==> config.mk <==
export PLATFORM = sky130hd
export DESIGN_NAME = url_token_lexer
export DESIGN_NICKNAME = d
export VERILOG_FILES = /design/src/ult_pkg.sv /design/src/url_token_lexer.sv /design/src/ult_classify.sv /design/src/ult_core.sv
export SDC_FILE = /design/constraint.sdc
export NUM_CORES = 1
export LEC_CHECK = 0
export ABC_AREA = 1
export BUFFER_PORTS_ARGS = -buffer_cell sky130_fd_sc_hd__buf_2
export CAP_MARGIN = 15
export CORE_ASPECT_RATIO = 1.2
export CORE_MARGIN = 3
export CORE_UTILIZATION = 35
export CTS_BUF_LIST = sky130_fd_sc_hd__clkbuf_8
export DETAILED_ROUTE_END_ITERATION = 12
export REMOVE_ABC_BUFFERS = 1
export SETUP_SLACK_MARGIN = 0.3
export SLEW_MARGIN = 20
export SYNTH_ARGS = -nofsm -noshare
export SYNTH_HDL_FRONTEND = slang
export SYNTH_SLANG_ARGS = --single-unit
==> constraint.sdc <==
create_clock -name clk -period 9.05 [get_ports clk]
set_clock_uncertainty 0.15 [all_clocks]
set_input_delay 1.81 -clock clk [delete_from_list [all_inputs] [get_ports clk]]
set_output_delay 1.81 -clock clk [all_outputs]
set_load 0.03 [all_outputs]
==> src/ult_pkg.sv <==
`timescale 1ns / 1ps

package ult_pkg;

	// characters kept per token; the rest only count
	localparam int MAX_TEXT_CHARS = 8;
	localparam int TEXT_W  = 64;
	localparam int COUNT_W = 8;

	localparam logic [COUNT_W-1:0] COUNT_MAX = '1;

	typedef enum logic [2:0] {
		MODE_IDLE   = 3'd0,
		MODE_WORD   = 3'd1,
		MODE_PUNCT  = 3'd2,
		MODE_SLASH  = 3'd3,
		MODE_DSLASH = 3'd4
	} mode_t;

	typedef enum logic [2:0] {
		KIND_CTLD   = 3'd0,
		KIND_TLD    = 3'd1,
		KIND_PROTO  = 3'd2,
		KIND_DOMAIN = 3'd3,
		KIND_PUNC   = 3'd4,
		KIND_DSLASH = 3'd5
	} kind_t;

	// keywords packed the way token text is: first char in the top byte
	localparam logic [TEXT_W-1:0] KW_PK    = {"pk",    48'd0};
	localparam logic [TEXT_W-1:0] KW_COM   = {"com",   40'd0};
	localparam logic [TEXT_W-1:0] KW_ORG   = {"org",   40'd0};
	localparam logic [TEXT_W-1:0] KW_EDU   = {"edu",   40'd0};
	localparam logic [TEXT_W-1:0] KW_WWW   = {"www",   40'd0};
	localparam logic [TEXT_W-1:0] KW_HTTP  = {"http",  32'd0};
	localparam logic [TEXT_W-1:0] KW_HTTPS = {"https", 24'd0};

	localparam logic [7:0] CH_DOT   = ".";
	localparam logic [7:0] CH_COLON = ":";
	localparam logic [7:0] CH_SLASH = "/";

	typedef struct packed {
		kind_t               kind;
		logic [COUNT_W-1:0]  length;
		logic [TEXT_W-1:0]   text;
		logic                truncated;
	} token_t;

	function automatic logic is_letter(input logic [7:0] c);
		return (c >= "A" && c <= "Z") || (c >= "a" && c <= "z");
	endfunction

	// store c at position count if there is room
	function automatic logic [TEXT_W-1:0] append_char(input logic [TEXT_W-1:0] chars,
			input logic [COUNT_W-1:0] count, input logic [7:0] c);
		logic [TEXT_W-1:0] r;
		r = chars;
		for (int i = 0; i < MAX_TEXT_CHARS; i++) begin
			if (count == COUNT_W'(i))
				r[TEXT_W-1-8*i -: 8] = r[TEXT_W-1-8*i -: 8] | c;
		end
		return r;
	endfunction

	function automatic logic [COUNT_W-1:0] count_inc(input logic [COUNT_W-1:0] count);
		return (count == COUNT_MAX) ? count : count + COUNT_W'(1);
	endfunction

endpackage

==> src/url_token_lexer.sv <==
`timescale 1ns / 1ps
// URL token lexer: one ASCII byte per word in, zero or one token per byte out.
// The byte that ends a token is held in the input register s1; the token then goes into the output register.
// Throughput: one byte per cycle while the input is not stalled; the lexer state updates once per byte.
// Input stalls only while the output register holds a token the sink is stalling.
// Reset (arst_n low, async): lexer idle, token buffer and count cleared, no output.

module url_token_lexer import ult_pkg::*; (
	input  logic        clk,
	input  logic        arst_n,

	input  logic        in_valid,
	output logic        in_stall,
	input  logic [7:0]  in_byte,

	output logic        out_valid,
	input  logic        out_stall,
	output logic [2:0]  token_kind,
	output logic [7:0]  token_length,
	output logic [63:0] token_text,
	output logic        text_truncated
);

	// input register
	logic       valid_s1;
	logic [7:0] byte_s1;

	// output register
	logic   out_valid_q;
	token_t token_q;

	logic   out_free;   // output register can take a new token this cycle
	logic   step;       // byte in s1 goes through the lexer
	logic   accept;
	logic   emit;
	token_t token;

	assign out_free = !out_valid_q || !out_stall;
	assign step     = valid_s1 && out_free;
	// s1 refills in the cycle it drains, so only a blocked s1 stalls input
	assign in_stall = valid_s1 && !out_free;
	assign accept   = in_valid && !in_stall;

	always_ff @(posedge clk or negedge arst_n) begin
		if (!arst_n) begin
			valid_s1 <= 1'b0;
		end else if (accept) begin
			valid_s1 <= 1'b1;
		end else if (step) begin
			valid_s1 <= 1'b0;
		end
	end

	always_ff @(posedge clk) begin
		if (accept) begin
			byte_s1 <= in_byte;
		end
	end

	ult_core u_core (
		.clk    (clk),
		.arst_n (arst_n),
		.step   (step),
		.c      (byte_s1),
		.emit   (emit),
		.token  (token)
	);

	// a byte that ends nothing leaves the register empty
	always_ff @(posedge clk or negedge arst_n) begin
		if (!arst_n) begin
			out_valid_q <= 1'b0;
		end else if (out_free) begin
			out_valid_q <= step && emit;
		end
	end

	always_ff @(posedge clk) begin
		if (step && emit) begin
			token_q <= token;
		end
	end

	assign out_valid      = out_valid_q;
	assign token_kind     = token_q.kind;
	assign token_length   = token_q.length;
	assign token_text     = token_q.text;
	assign text_truncated = token_q.truncated;

endmodule

==> src/ult_classify.sv <==
`timescale 1ns / 1ps

module ult_classify import ult_pkg::*; (
	input  logic [TEXT_W-1:0]  chars,
	input  logic [COUNT_W-1:0] count,
	output kind_t              kind
);

	logic len2, len3, len4, len5;

	assign len2 = (count == COUNT_W'(2));
	assign len3 = (count == COUNT_W'(3));
	assign len4 = (count == COUNT_W'(4));
	assign len5 = (count == COUNT_W'(5));

	always_comb begin
		if (len2 && chars == KW_PK) begin
			kind = KIND_CTLD;
		end else if (len3 && (chars == KW_COM || chars == KW_ORG || chars == KW_EDU)) begin
			kind = KIND_TLD;
		end else if ((len3 && chars == KW_WWW) || (len4 && chars == KW_HTTP) ||
				(len5 && chars == KW_HTTPS)) begin
			kind = KIND_PROTO;
		end else begin
			kind = KIND_DOMAIN;
		end
	end

endmodule

==> src/ult_core.sv <==
`timescale 1ns / 1ps

module ult_core import ult_pkg::*; (
	input  logic       clk,
	input  logic       arst_n,
	input  logic       step,
	input  logic [7:0] c,
	output logic       emit,
	output token_t     token
);

	mode_t              mode_q, mode_n;
	logic [TEXT_W-1:0]  chars_q, chars_n;
	logic [COUNT_W-1:0] count_q, count_n;
	kind_t              word_kind;
	logic               restart;

	ult_classify u_classify (
		.chars (chars_q),
		.count (count_q),
		.kind  (word_kind)
	);

	always_ff @(posedge clk or negedge arst_n) begin
		if (!arst_n) begin
			mode_q  <= MODE_IDLE;
			chars_q <= '0;
			count_q <= '0;
		end else if (step) begin
			mode_q  <= mode_n;
			chars_q <= chars_n;
			count_q <= count_n;
		end
	end

	always_comb begin
		mode_n     = mode_q;
		chars_n    = chars_q;
		count_n    = count_q;
		emit       = 1'b0;
		restart    = 1'b0;
		token.kind = word_kind;
		token.length    = count_q;
		token.text      = chars_q;
		token.truncated = (count_q > COUNT_W'(MAX_TEXT_CHARS));

		case (mode_q)
			MODE_WORD: begin
				if (is_letter(c)) begin
					chars_n = append_char(chars_q, count_q, c);
					count_n = count_inc(count_q);
				end else begin
					emit    = 1'b1;
					restart = 1'b1;
				end
			end
			MODE_PUNCT: begin
				emit       = 1'b1;
				token.kind = KIND_PUNC;
				restart    = 1'b1;
			end
			MODE_DSLASH: begin
				emit       = 1'b1;
				token.kind = KIND_DSLASH;
				restart    = 1'b1;
			end
			MODE_SLASH: begin
				// wait for the second slash, drop anything else
				if (c == CH_SLASH) begin
					chars_n = append_char(chars_q, count_q, c);
					count_n = count_inc(count_q);
					mode_n  = MODE_DSLASH;
				end
			end
			default: begin
				restart = 1'b1;
			end
		endcase

		// the ending byte starts the next token in the same step
		if (restart) begin
			chars_n = '0;
			count_n = '0;
			mode_n  = MODE_IDLE;
			if (is_letter(c)) begin
				chars_n = {c, {(TEXT_W-8){1'b0}}};
				count_n = COUNT_W'(1);
				mode_n  = MODE_WORD;
			end else if (c == CH_DOT || c == CH_COLON) begin
				chars_n = {c, {(TEXT_W-8){1'b0}}};
				count_n = COUNT_W'(1);
				mode_n  = MODE_PUNCT;
			end else if (c == CH_SLASH) begin
				chars_n = {c, {(TEXT_W-8){1'b0}}};
				count_n = COUNT_W'(1);
				mode_n  = MODE_SLASH;
			end
		end
	end

endmodule
* After elaboration in Yosys (flattened, before gate mapping) *
Index checks and enable logic that the tools add are counted.

operators by class
  mux-type cells = 38
  bitwise logic cells = 8
  eq/ne operators = 24
  reductions and logical operators = 30
  order comparisons = 5
  add/subtract/negate cells = 1

operator list
  operator              number
  $eq 64x63->1 const B  7
  $mux 64               6
  $pmux 64 s2           1
  $mux 8                14
  $or 8x8->8            8
  $eq 8x3->1 const B    4
  $eq 8x6->1 const B    3
  $eq 8x2->1 const B    2
  $ge 8x7->1 const B    2
  $le 8x7->1 const B    2
  $pmux 8 s2            1
  $mux 3                5
  $logic_and 1x1->1     11
  $add 8x1->8 const B   1
  $eq 8x1->1 const B    1
  $eq 8x8->1 const B    1
  $gt 8x4->1 const B    1
  $logic_not 8->1       1
  $logic_or 1x1->1      7
  $eq 3x2->1 const B    2
  $mux 2                3
  $ne 3x1->1 const B    2
  $pmux 3 s2            1
  $reduce_bool 2->1     3
  other kinds (9)       17

storage, ports and cells
  output and inout bits = 78
  register bits = 161
  logic and storage cells = 116

* Longest topological paths before layout *
Gate-level depths: netlist of the first run.

  depth after elaboration = 8
  mapped depth = 15
  gate-level depth less buffers = 13

* By module *
Synthesis of the first run repeated with hierarchy kept, for this count alone.

second synthesis, totals
  cells, all modules = 741
  area total of the unflattened synthesis = 7432.1 µm²

modules (own cells, without submodules)
  module           area an instance (µm²)  instances  cells an instance
  ult_core         4129.0                  1          479
  url_token_lexer  2623.8                  1          99
  ult_classify     679.4                   1          163

* Worst setup path before layout of the first run *
No wires, ideal clock.

  path type = input to register
  start = input port out_stall
  end = register token_q, in the netlist text_truncated (enable)
  setup time = 0.513 ns
  setup slack = 3.128 ns
  arrival time = 5.259 ns
  required time = 8.387 ns
  stages = 3
  cells stage by stage = nand2_1 nand2_1 nor2_1

between the ends
  cells in the longest elaborated chain, start to end = 4

ends and longest elaborated chain
  what                  line                   text
  from (decl)           url_token_lexer.sv:17  input logic out_stall,
  $logic_not 1->1       url_token_lexer.sv:38  assign out_free = !out_valid_q || !out_stall;
  $logic_or 1x1->1      url_token_lexer.sv:38
  $logic_and 1x1->1     url_token_lexer.sv:39  assign step = valid_s1 && out_free;
  $logic_and 1x1->1     url_token_lexer.sv:79  if (step && emit) begin
  to (signal assigned)  url_token_lexer.sv:80  token_q <= token;
  to (decl)             url_token_lexer.sv:30  token_t token_q;

No other way between the ends.
A chain may end at the register's enable or synchronous reset.

* Worst setup path in the final report of the first run *
  start = input port out_stall
  end = output port in_stall

between the ends
  cells in the longest elaborated chain, start to end = 4

ends and longest elaborated chain
  what               line                   text
  $logic_not 1->1    url_token_lexer.sv:38
  $logic_or 1x1->1   url_token_lexer.sv:38
  $logic_not 1->1    url_token_lexer.sv:41  assign in_stall = valid_s1 && !out_free;
  $logic_and 1x1->1  url_token_lexer.sv:41
  to (decl)          url_token_lexer.sv:13  output logic in_stall,

No other way between the ends.

==> results of run 1 <==
==> worst register-to-register path, stage by stage, from the launching register on <==
cell      delay (ps)
edfxtp_1         430
clkinv_1         420
nand4_1          290
nand2_1           80
nand2_1           60
nand2_1          100
nand2_2          180
nand2_2          120
nand3_2          150
buf_4            550
nand2_1          360
nand2_1          160
nand2_1           60
==> worst paths after layout <==
path | depth (start not counted) | to | start | slack (ps)
setup reg to reg | 12 | u_core.chars_q[60]$_DFFE_PN0P_ | byte_s1[1]$_DFFE_PP_ | 5830
hold reg to reg | 0 | token_text[27]$_DFFE_PP_ | u_core.chars_q[27]$_DFFE_PN0P_ | 300
min in group asynchronous | 1 | u_core.chars_q[59]$_DFFE_PN0P_ | arst_n | 1230
hold / removal | 0 | token_text[27]$_DFFE_PP_ | u_core.chars_q[27]$_DFFE_PN0P_ | 300
setup / recovery | 4 | in_stall | out_stall | 4810
max in group asynchronous | 1 | u_core.chars_q[16]$_DFFE_PN0P_ | arst_n | 7020
==> routing by layer <==
layer | part of all wire [%] | wire [µm]
met5 | 0 | 0
met4 | 2.2 | 348
met3 | 5.5 | 878
met2 | 48 | 7630
met1 | 45 | 7150
==> through the flow <==
step	hold slack [ps]	power (mW)	util (%)	setup WS, ps
after detailed placement	280	1.57	39.9	4760
after floorplan	275	1.39	-	3130
after global placement	281	1.57	39.9	4800
final	300	2.13	42.3	4810
after global routing	318	2.24	42.3	4770
after CTS	302	2.15	42.2	4810
==> report_power, final <==
| part | total (mW) | internal [mW] | switching [mW] |
|---|---|---|---|
| Combinational | 0.557 | 0.127 | 0.430 |
| Sequential | 1.00 | 0.930 | 0.0731 |
| Clock | 0.571 | 0.294 | 0.277 |
| Total | 2.13 | 1.35 | 0.780 |
==> area by class of cell <==
class	instances	area share, %
clock inverter	13	2.17
clock buffer	19	3.22
multi-input combinational	405	23.2
sequential	161	54.8
timing repair buffer	92	5.99
tap	256	3.94
inverter	146	6.74
==> state kept, by name, summed over array words and instances, names as in the netlist <==
name	flops
token_kind	3
token_text	64
u_core.chars_q	64
u_core.mode_q	3
out_valid	1
token_length	8
valid_s1	1
byte_s1	8
u_core.count_q	8
text_truncated	1
==> kinds of logic after synthesis <==
| kind of cell | synth area share [%] |
|---|---|
| AO/OA/AOI/OAI | 5.91 |
| buffers and inverters | 9.15 |
| AND/OR/NAND/NOR | 19.7 |
| adder cells (fa/ha/maj) | 0.719 |
| flip-flops | 63.9 |
| XOR/XNOR | 0.629 |
==> cells in the final DEF, fill, tap and decap left out, types with 2 or more instances in the layout <==
| cell type | netlist | final |
|---|---|---|
| nor2_1 | 60 | 59 |
| nor3b_1 | 3 | 3 |
| dfrtp_1 | 77 | 77 |
| nand2_1 | 166 | 166 |
| edfxtp_1 | 84 | 84 |
| buf_4 | 2 | 2 |
| ha_1 | 4 | 4 |
| nand3_2 | 2 | 2 |
| nand4_1 | 25 | 25 |
| clkinv_4 | 0 | 3 |
| inv_6 | 0 | 3 |
| nand2_2 | 3 | 3 |
| nand3_1 | 38 | 38 |
| and3_1 | 2 | 2 |
| o21bai_1 | 3 | 3 |
| nor3_1 | 15 | 15 |
| xor2_1 | 5 | 5 |
| inv_8 | 0 | 2 |
| clkbuf_8 | 0 | 19 |
| or2_2 | 2 | 2 |
| a21oi_1 | 5 | 5 |
| buf_2 | 7 | 88 |
| bufinv_16 | 0 | 3 |
| o21ai_0 | 68 | 68 |
| inv_1 | 144 | 145 |
==> flow_metrics.tcl, run 1 <==
set metrics [dict create \
    synth-edff-count 84 \
    drc 0 \
    via_count 5055 \
    top_usage_layer "met2" \
    gr-usage-met2_pct 24.8 \
    clk_pin_slew_ps 80 \
    use_met1_pct 20.5 \
    synth_area_per_cell_um2 9.60 \
    dp_hpwl_um 10900 \
    cts_sinks 161 \
    max_cap_violations 0 \
    netlist.area_leader.share_pct 36.2 \
    drive_gt1_share_pct 15.9 \
    seqCellArea_mm2 0.00445 \
    fin_area_mm2 0.00813 \
    max_freq_ghz 0.236 \
    rsz0062_at_grt "no" \
    ys_top_cells_by_area "edfxtp_1 36%, dfrtp_1 28%, nand2_1 9.0%, inv_1 7.8%, o21ai_0 4.9%" \
    synth_warnings 0 \
    finalSetupViolCount 0 \
    place_area_mm2 0.00766 \
    path_class "in2out" \
    slowest_stage "buf_2" \
    nFillCells 1904 \
    grt_pass1_wl_um 26300 \
    cp_common_cell "buf_2" \
    drt_iter0_markers 444 \
    ios 90 \
    peakVddDrop_v 0.0000963 \
    cts_tree "done" \
    slew_viol_final 0 \
    hold_viol 0 \
    ant_nets 0 \
    synth.distinct_cells 28 \
    antenna_found_initial 0 \
    worstPathRequired_ps 7090 \
    cts_resized 0 \
    place.gp.congestion 0.867 \
    final.setup.tns_ps 0 \
    syn-instance-count 725 \
    die-area_mm2 0.0216 \
    ys_ff_latch 161 \
    area_growth_pct 16.7 \
    cp_top_family "buffers and inverters" \
    cts_setup_buffers 0 \
    use_met3_pct 3.63 \
    root_buffer "clkbuf_8" \
    clock_path_buffers 2 \
    cpPeakStageDelay_ps 200 \
    postCtsHoldBufs 0 \
    die_h_um 160 \
    num_rows 55 \
    grt_max_degree 78 \
    cts_max_level 4 \
    multi_input_area_mm2 0.00188 \
    port_buffers 89 \
    min_period_ps 4240 \
    async_flop_share_pct 47.8 \
    path_cells "buf_2 > nand2_1 > nor2_1 > buf_2" \
    nets 839 \
    post-place-cells 1059 \
    syn_area_mm2 0.00696 \
    p_leak_nw 4.03 \
    routed_via_density 4.63 \
    clkLatencyLatePin_ps 470 \
    grt_pass1_vias 4978 \
    wl_per_cell_um 14.7 \
    cts_buffers 17 \
    worst_pin_slew_ps 730 \
    design.core.area_mm2 0.0192 \
    status "finished clean" \
    first_pass_iters 5 \
    arrival_ps 2280 \
    max_slew_margin_pct 51.3 \
    synth_seq_area_share_pct 63.9 \
    yosysTopAreaCell "edfxtp_1" \
    min_path_type "reg2reg" \
    worst-path-buf-inv 2 \
    wirelength_um 16000 \
    synth_flop_cell "edfxtp_1" \
    diodes 0 \
    period_share_pct 46.8 \
    worstPathMaxFanout 5 \
    yosysMostFrequentCell "nand2_1" \
    grtUsageTotal_pct 15.5 \
    synthTopCellsByCount "166 x nand2_1, 144 x inv_1, 84 x edfxtp_1, 77 x dfrtp_1, 68 x o21ai_0" \
    gr-total-overflow 0 \
    final_cells 1092 \
    critPathLaunchType "primary input" \
    start_util_pct 36.3 \
    power.density_mw_per_mm2 262 \
    critPathCaptureType "output pin" \
    chipWidth_um 135 \
]
No activity file was read; power rests on OpenSTA's default activity.
==> run 2, diff against run 1 <==
--- a/config.mk
+++ b/config.mk
@@ -5,7 +5,7 @@
 export SDC_FILE = /design/constraint.sdc
 export NUM_CORES = 1
 export LEC_CHECK = 0
-export ABC_AREA = 1
+export ABC_AREA = 0
 export BUFFER_PORTS_ARGS = -buffer_cell sky130_fd_sc_hd__buf_2
 export CAP_MARGIN = 15
 export CORE_ASPECT_RATIO = 1.2
==> constraint.sdc (replaced) <==
create_clock -name clk -period 4.1 [get_ports clk]
set_clock_uncertainty 0.15 [all_clocks]
set_input_delay 0.82 -clock clk [delete_from_list [all_inputs] [get_ports clk]]
set_output_delay 0.82 -clock clk [all_outputs]
set_load 0.03 [all_outputs]
==> run 2 against run 1 <==
Utilization decreased by 0.84 points. Flip-flop and latch count unchanged. Sequential power up 81%. Critical path depth is 3 higher. Largest power group unchanged.
==> flow_metrics.tcl, run 2 <==
set metrics [dict create \
    hold_viol 0 \
    synth_area_per_cell_um2 12.6 \
    via_count 4404 \
    fin_area_mm2 0.00734 \
    routed_via_density 5.34 \
    antenna_found_initial 0 \
    worst_pin_slew_ps 672 \
    cts_max_level 4 \
    path_class "reg2reg" \
    grt_max_degree 66 \
    p_seq_share_pct 58.8 \
    wirelength_um 15600 \
    synth-xor-area-share_pct 0.138 \
    p_comb_share_pct 8.0 \
    syn-instance-count 505 \
    worstPathRequired_ps 4070 \
    synth-edff-count 84 \
    critPathCaptureType "flip-flop" \
    clk_pin_slew_ps 90 \
    netlist.area_leader.share_pct 39.7 \
    min_path_type "in2async" \
    p_leak_nw 3.11 \
    arrival_ps 3070 \
    max_cap_violations 0 \
    synthTopCellsByCount "84 x edfxtp_1, 78 x nor2_1, 77 x dfrtp_1, 72 x a21oi_1, 25 x nand2_1" \
    ys_ff_latch 161 \
    slew_viol_final 0 \
    design_power_total_mw 3.08 \
    ios 90 \
    place.gp.congestion 0.886 \
    first_pass_iters 5 \
    clkLatencyLatePin_ps 450 \
    critPathLaunchType "flip-flop" \
    peakVddDrop_v 0.000175 \
    status "finished clean" \
    power.density_mw_per_mm2 420 \
    synth_seq_area_share_pct 70.0 \
    design.core.area_mm2 0.0177 \
    synthMuxAreaShare_pct 0 \
    drive_gt1_share_pct 22.3 \
    period_share_pct 75.6 \
    reg2reg_depth 7 \
    grt_pass1_vias 4424 \
    switching_share_pct 27.3 \
    grtUsageTotal_pct 16.5 \
    root_buffer "clkbuf_8" \
    synth_compound_area_share_pct 11.2 \
    die_h_um 154 \
    grt_pass1_wl_um 25100 \
    place_area_mm2 0.00700 \
    synth_top_family_by_area "simple AND/OR/NAND/NOR gates" \
    cts_buffers 17 \
    synth_warnings 0 \
    die-area_mm2 0.0198 \
    rsz0062_at_grt "no" \
    syn_area_mm2 0.00636 \
    port_buffers 89 \
    chipWidth_um 129 \
    diodes 0 \
    nets 608 \
    synthAdderAreaFrac_pct 0.787 \
    cts_tree "done" \
    wl_per_cell_um 19.0 \
    max_freq_ghz 0.323 \
    switchingPower_uw 842 \
    max_slew_margin_pct 54.9 \
    num_rows 53 \
    async_flop_share_pct 47.8 \
    dp_hpwl_um 10600 \
    clock_path_buffers 2 \
    postCtsHoldBufs 0 \
    ant_nets 0 \
    cts_sinks 161 \
    finalSetupViolCount 0 \
    synth.distinct_cells 58 \
    min_period_ps 3100 \
    drc 0 \
    final_common_cell "buf_2" \
    synth_flop_cell "edfxtp_1" \
    worstPathMaxFanout 65 \
    cts_resized 0 \
    internal_power_mw 2.24 \
    yosysMostFrequentCell "edfxtp_1" \
    drt_iter0_markers 441 \
    yosysTopAreaCell "edfxtp_1" \
    start_util_pct 35.9 \
    area_growth_pct 15.5 \
    layout_common_cells "88 x buf_2, 84 x edfxtp_1, 77 x nor2_1, 77 x dfrtp_1, 72 x a21oi_1" \
    pwr-share-clk_pct 33.2 \
    synth-simple-area-share_pct 15.5 \
    ys_top_cells_by_area "edfxtp_1 40%, dfrtp_1 30%, a21oi_1 5.7%, nor2_1 4.6%, nand2_1 1.5%" \
    cts_setup_buffers 0 \
    gr-total-overflow 0 \
    nFillCells 1683 \
]
[run 2: cell count changes after synthesis, sizes merged, moves of 7 or more]
cell	delta
nand3	-26
a21oi	+66
inv	-138
and3	+7
nand2	-144
or4	+10
nor2	+20
nand4	-18
nor4	+7
o21ai	-51
[run 2: worst max-delay path, cell delays in order, from the launching register on]
cell,delay [ps]
edfxtp_1,650
or4_1,620
o21ai_2,220
nor3_4,110
nor2_1,110
a21oi_1,130
nor2_4,360
buf_12,340
[run 2: per-layer routing]
layer	track usage, %	share of wire, %	up-vias
li1	-	-	2045
met1	21.9	43	2161
met2	26.1	49	174
met3	4.20	5.5	24
met4	5.95	2.2	0
met5	0	0	-
[run 2: cells by family after synthesis]
kind of cell / Yosys count
flip-flops: 161
XOR/XNOR: 1
adder cells (fa/ha/maj): 4
buffers and inverters: 32
AND/OR/NAND/NOR: 189
AO/OA/AOI/OAI: 118
[run 2: final timing paths]
path | start | to | slack, ps
hold / removal | arst_n | u_core.mode_q[2]$_DFFE_PN0P_ | 220
setup reg to reg | byte_s1[4]$_DFFE_PP_ | token_text[50]$_DFFE_PP_ | 1000
min in group clk | u_core.chars_q[16]$_DFFE_PN0P_ | token_text[16]$_DFFE_PP_ | 340
hold reg to reg | u_core.chars_q[16]$_DFFE_PN0P_ | token_text[16]$_DFFE_PP_ | 340
setup / recovery | byte_s1[4]$_DFFE_PP_ | token_text[50]$_DFFE_PP_ | 1000
max in group asynchronous | arst_n | u_core.chars_q[7]$_DFFE_PN0P_ | 2720
[run 2: area by class of cell]
cell class                 count  area, µm²  area share [%]
tap                          220        275            3.75
inverter                       7       26.3           0.358
clock inverter                15        110            1.50
sequential                   161       4450            60.6
multi-input combinational    312       1760            24.0
clock buffer                  17        234            3.19
timing repair buffer          93        490            6.68
[run 2: metrics by stage]
stage | hold WS, ps | worst slack [ps] | TNS [ps] | utilization [%] | instances
floorplan | 289 | -1310 | -99930 | - | 480
global placement | 312 | 1070 | 0 | 39.5 | 793
detailed placement | 313 | 982 | 0 | 39.5 | 793
CTS | 338 | 959 | 0 | 41.5 | 825
global route | 229 | 802 | 0 | 41.5 | 825
finish | 223 | 1000 | 0 | 41.5 | 825
[run 2: power groups by stage]
stage          Clock (mW)  Sequential, mW  Combinational, mW
6_report             1.02            1.81              0.247
5_1_grt              1.13            1.82              0.270
4_1_cts              1.06            1.81              0.251
3_5_place_dp            0            1.85              0.250
3_3_place_gp            0            1.85              0.246
2_1_floorplan           0            1.88              0.108
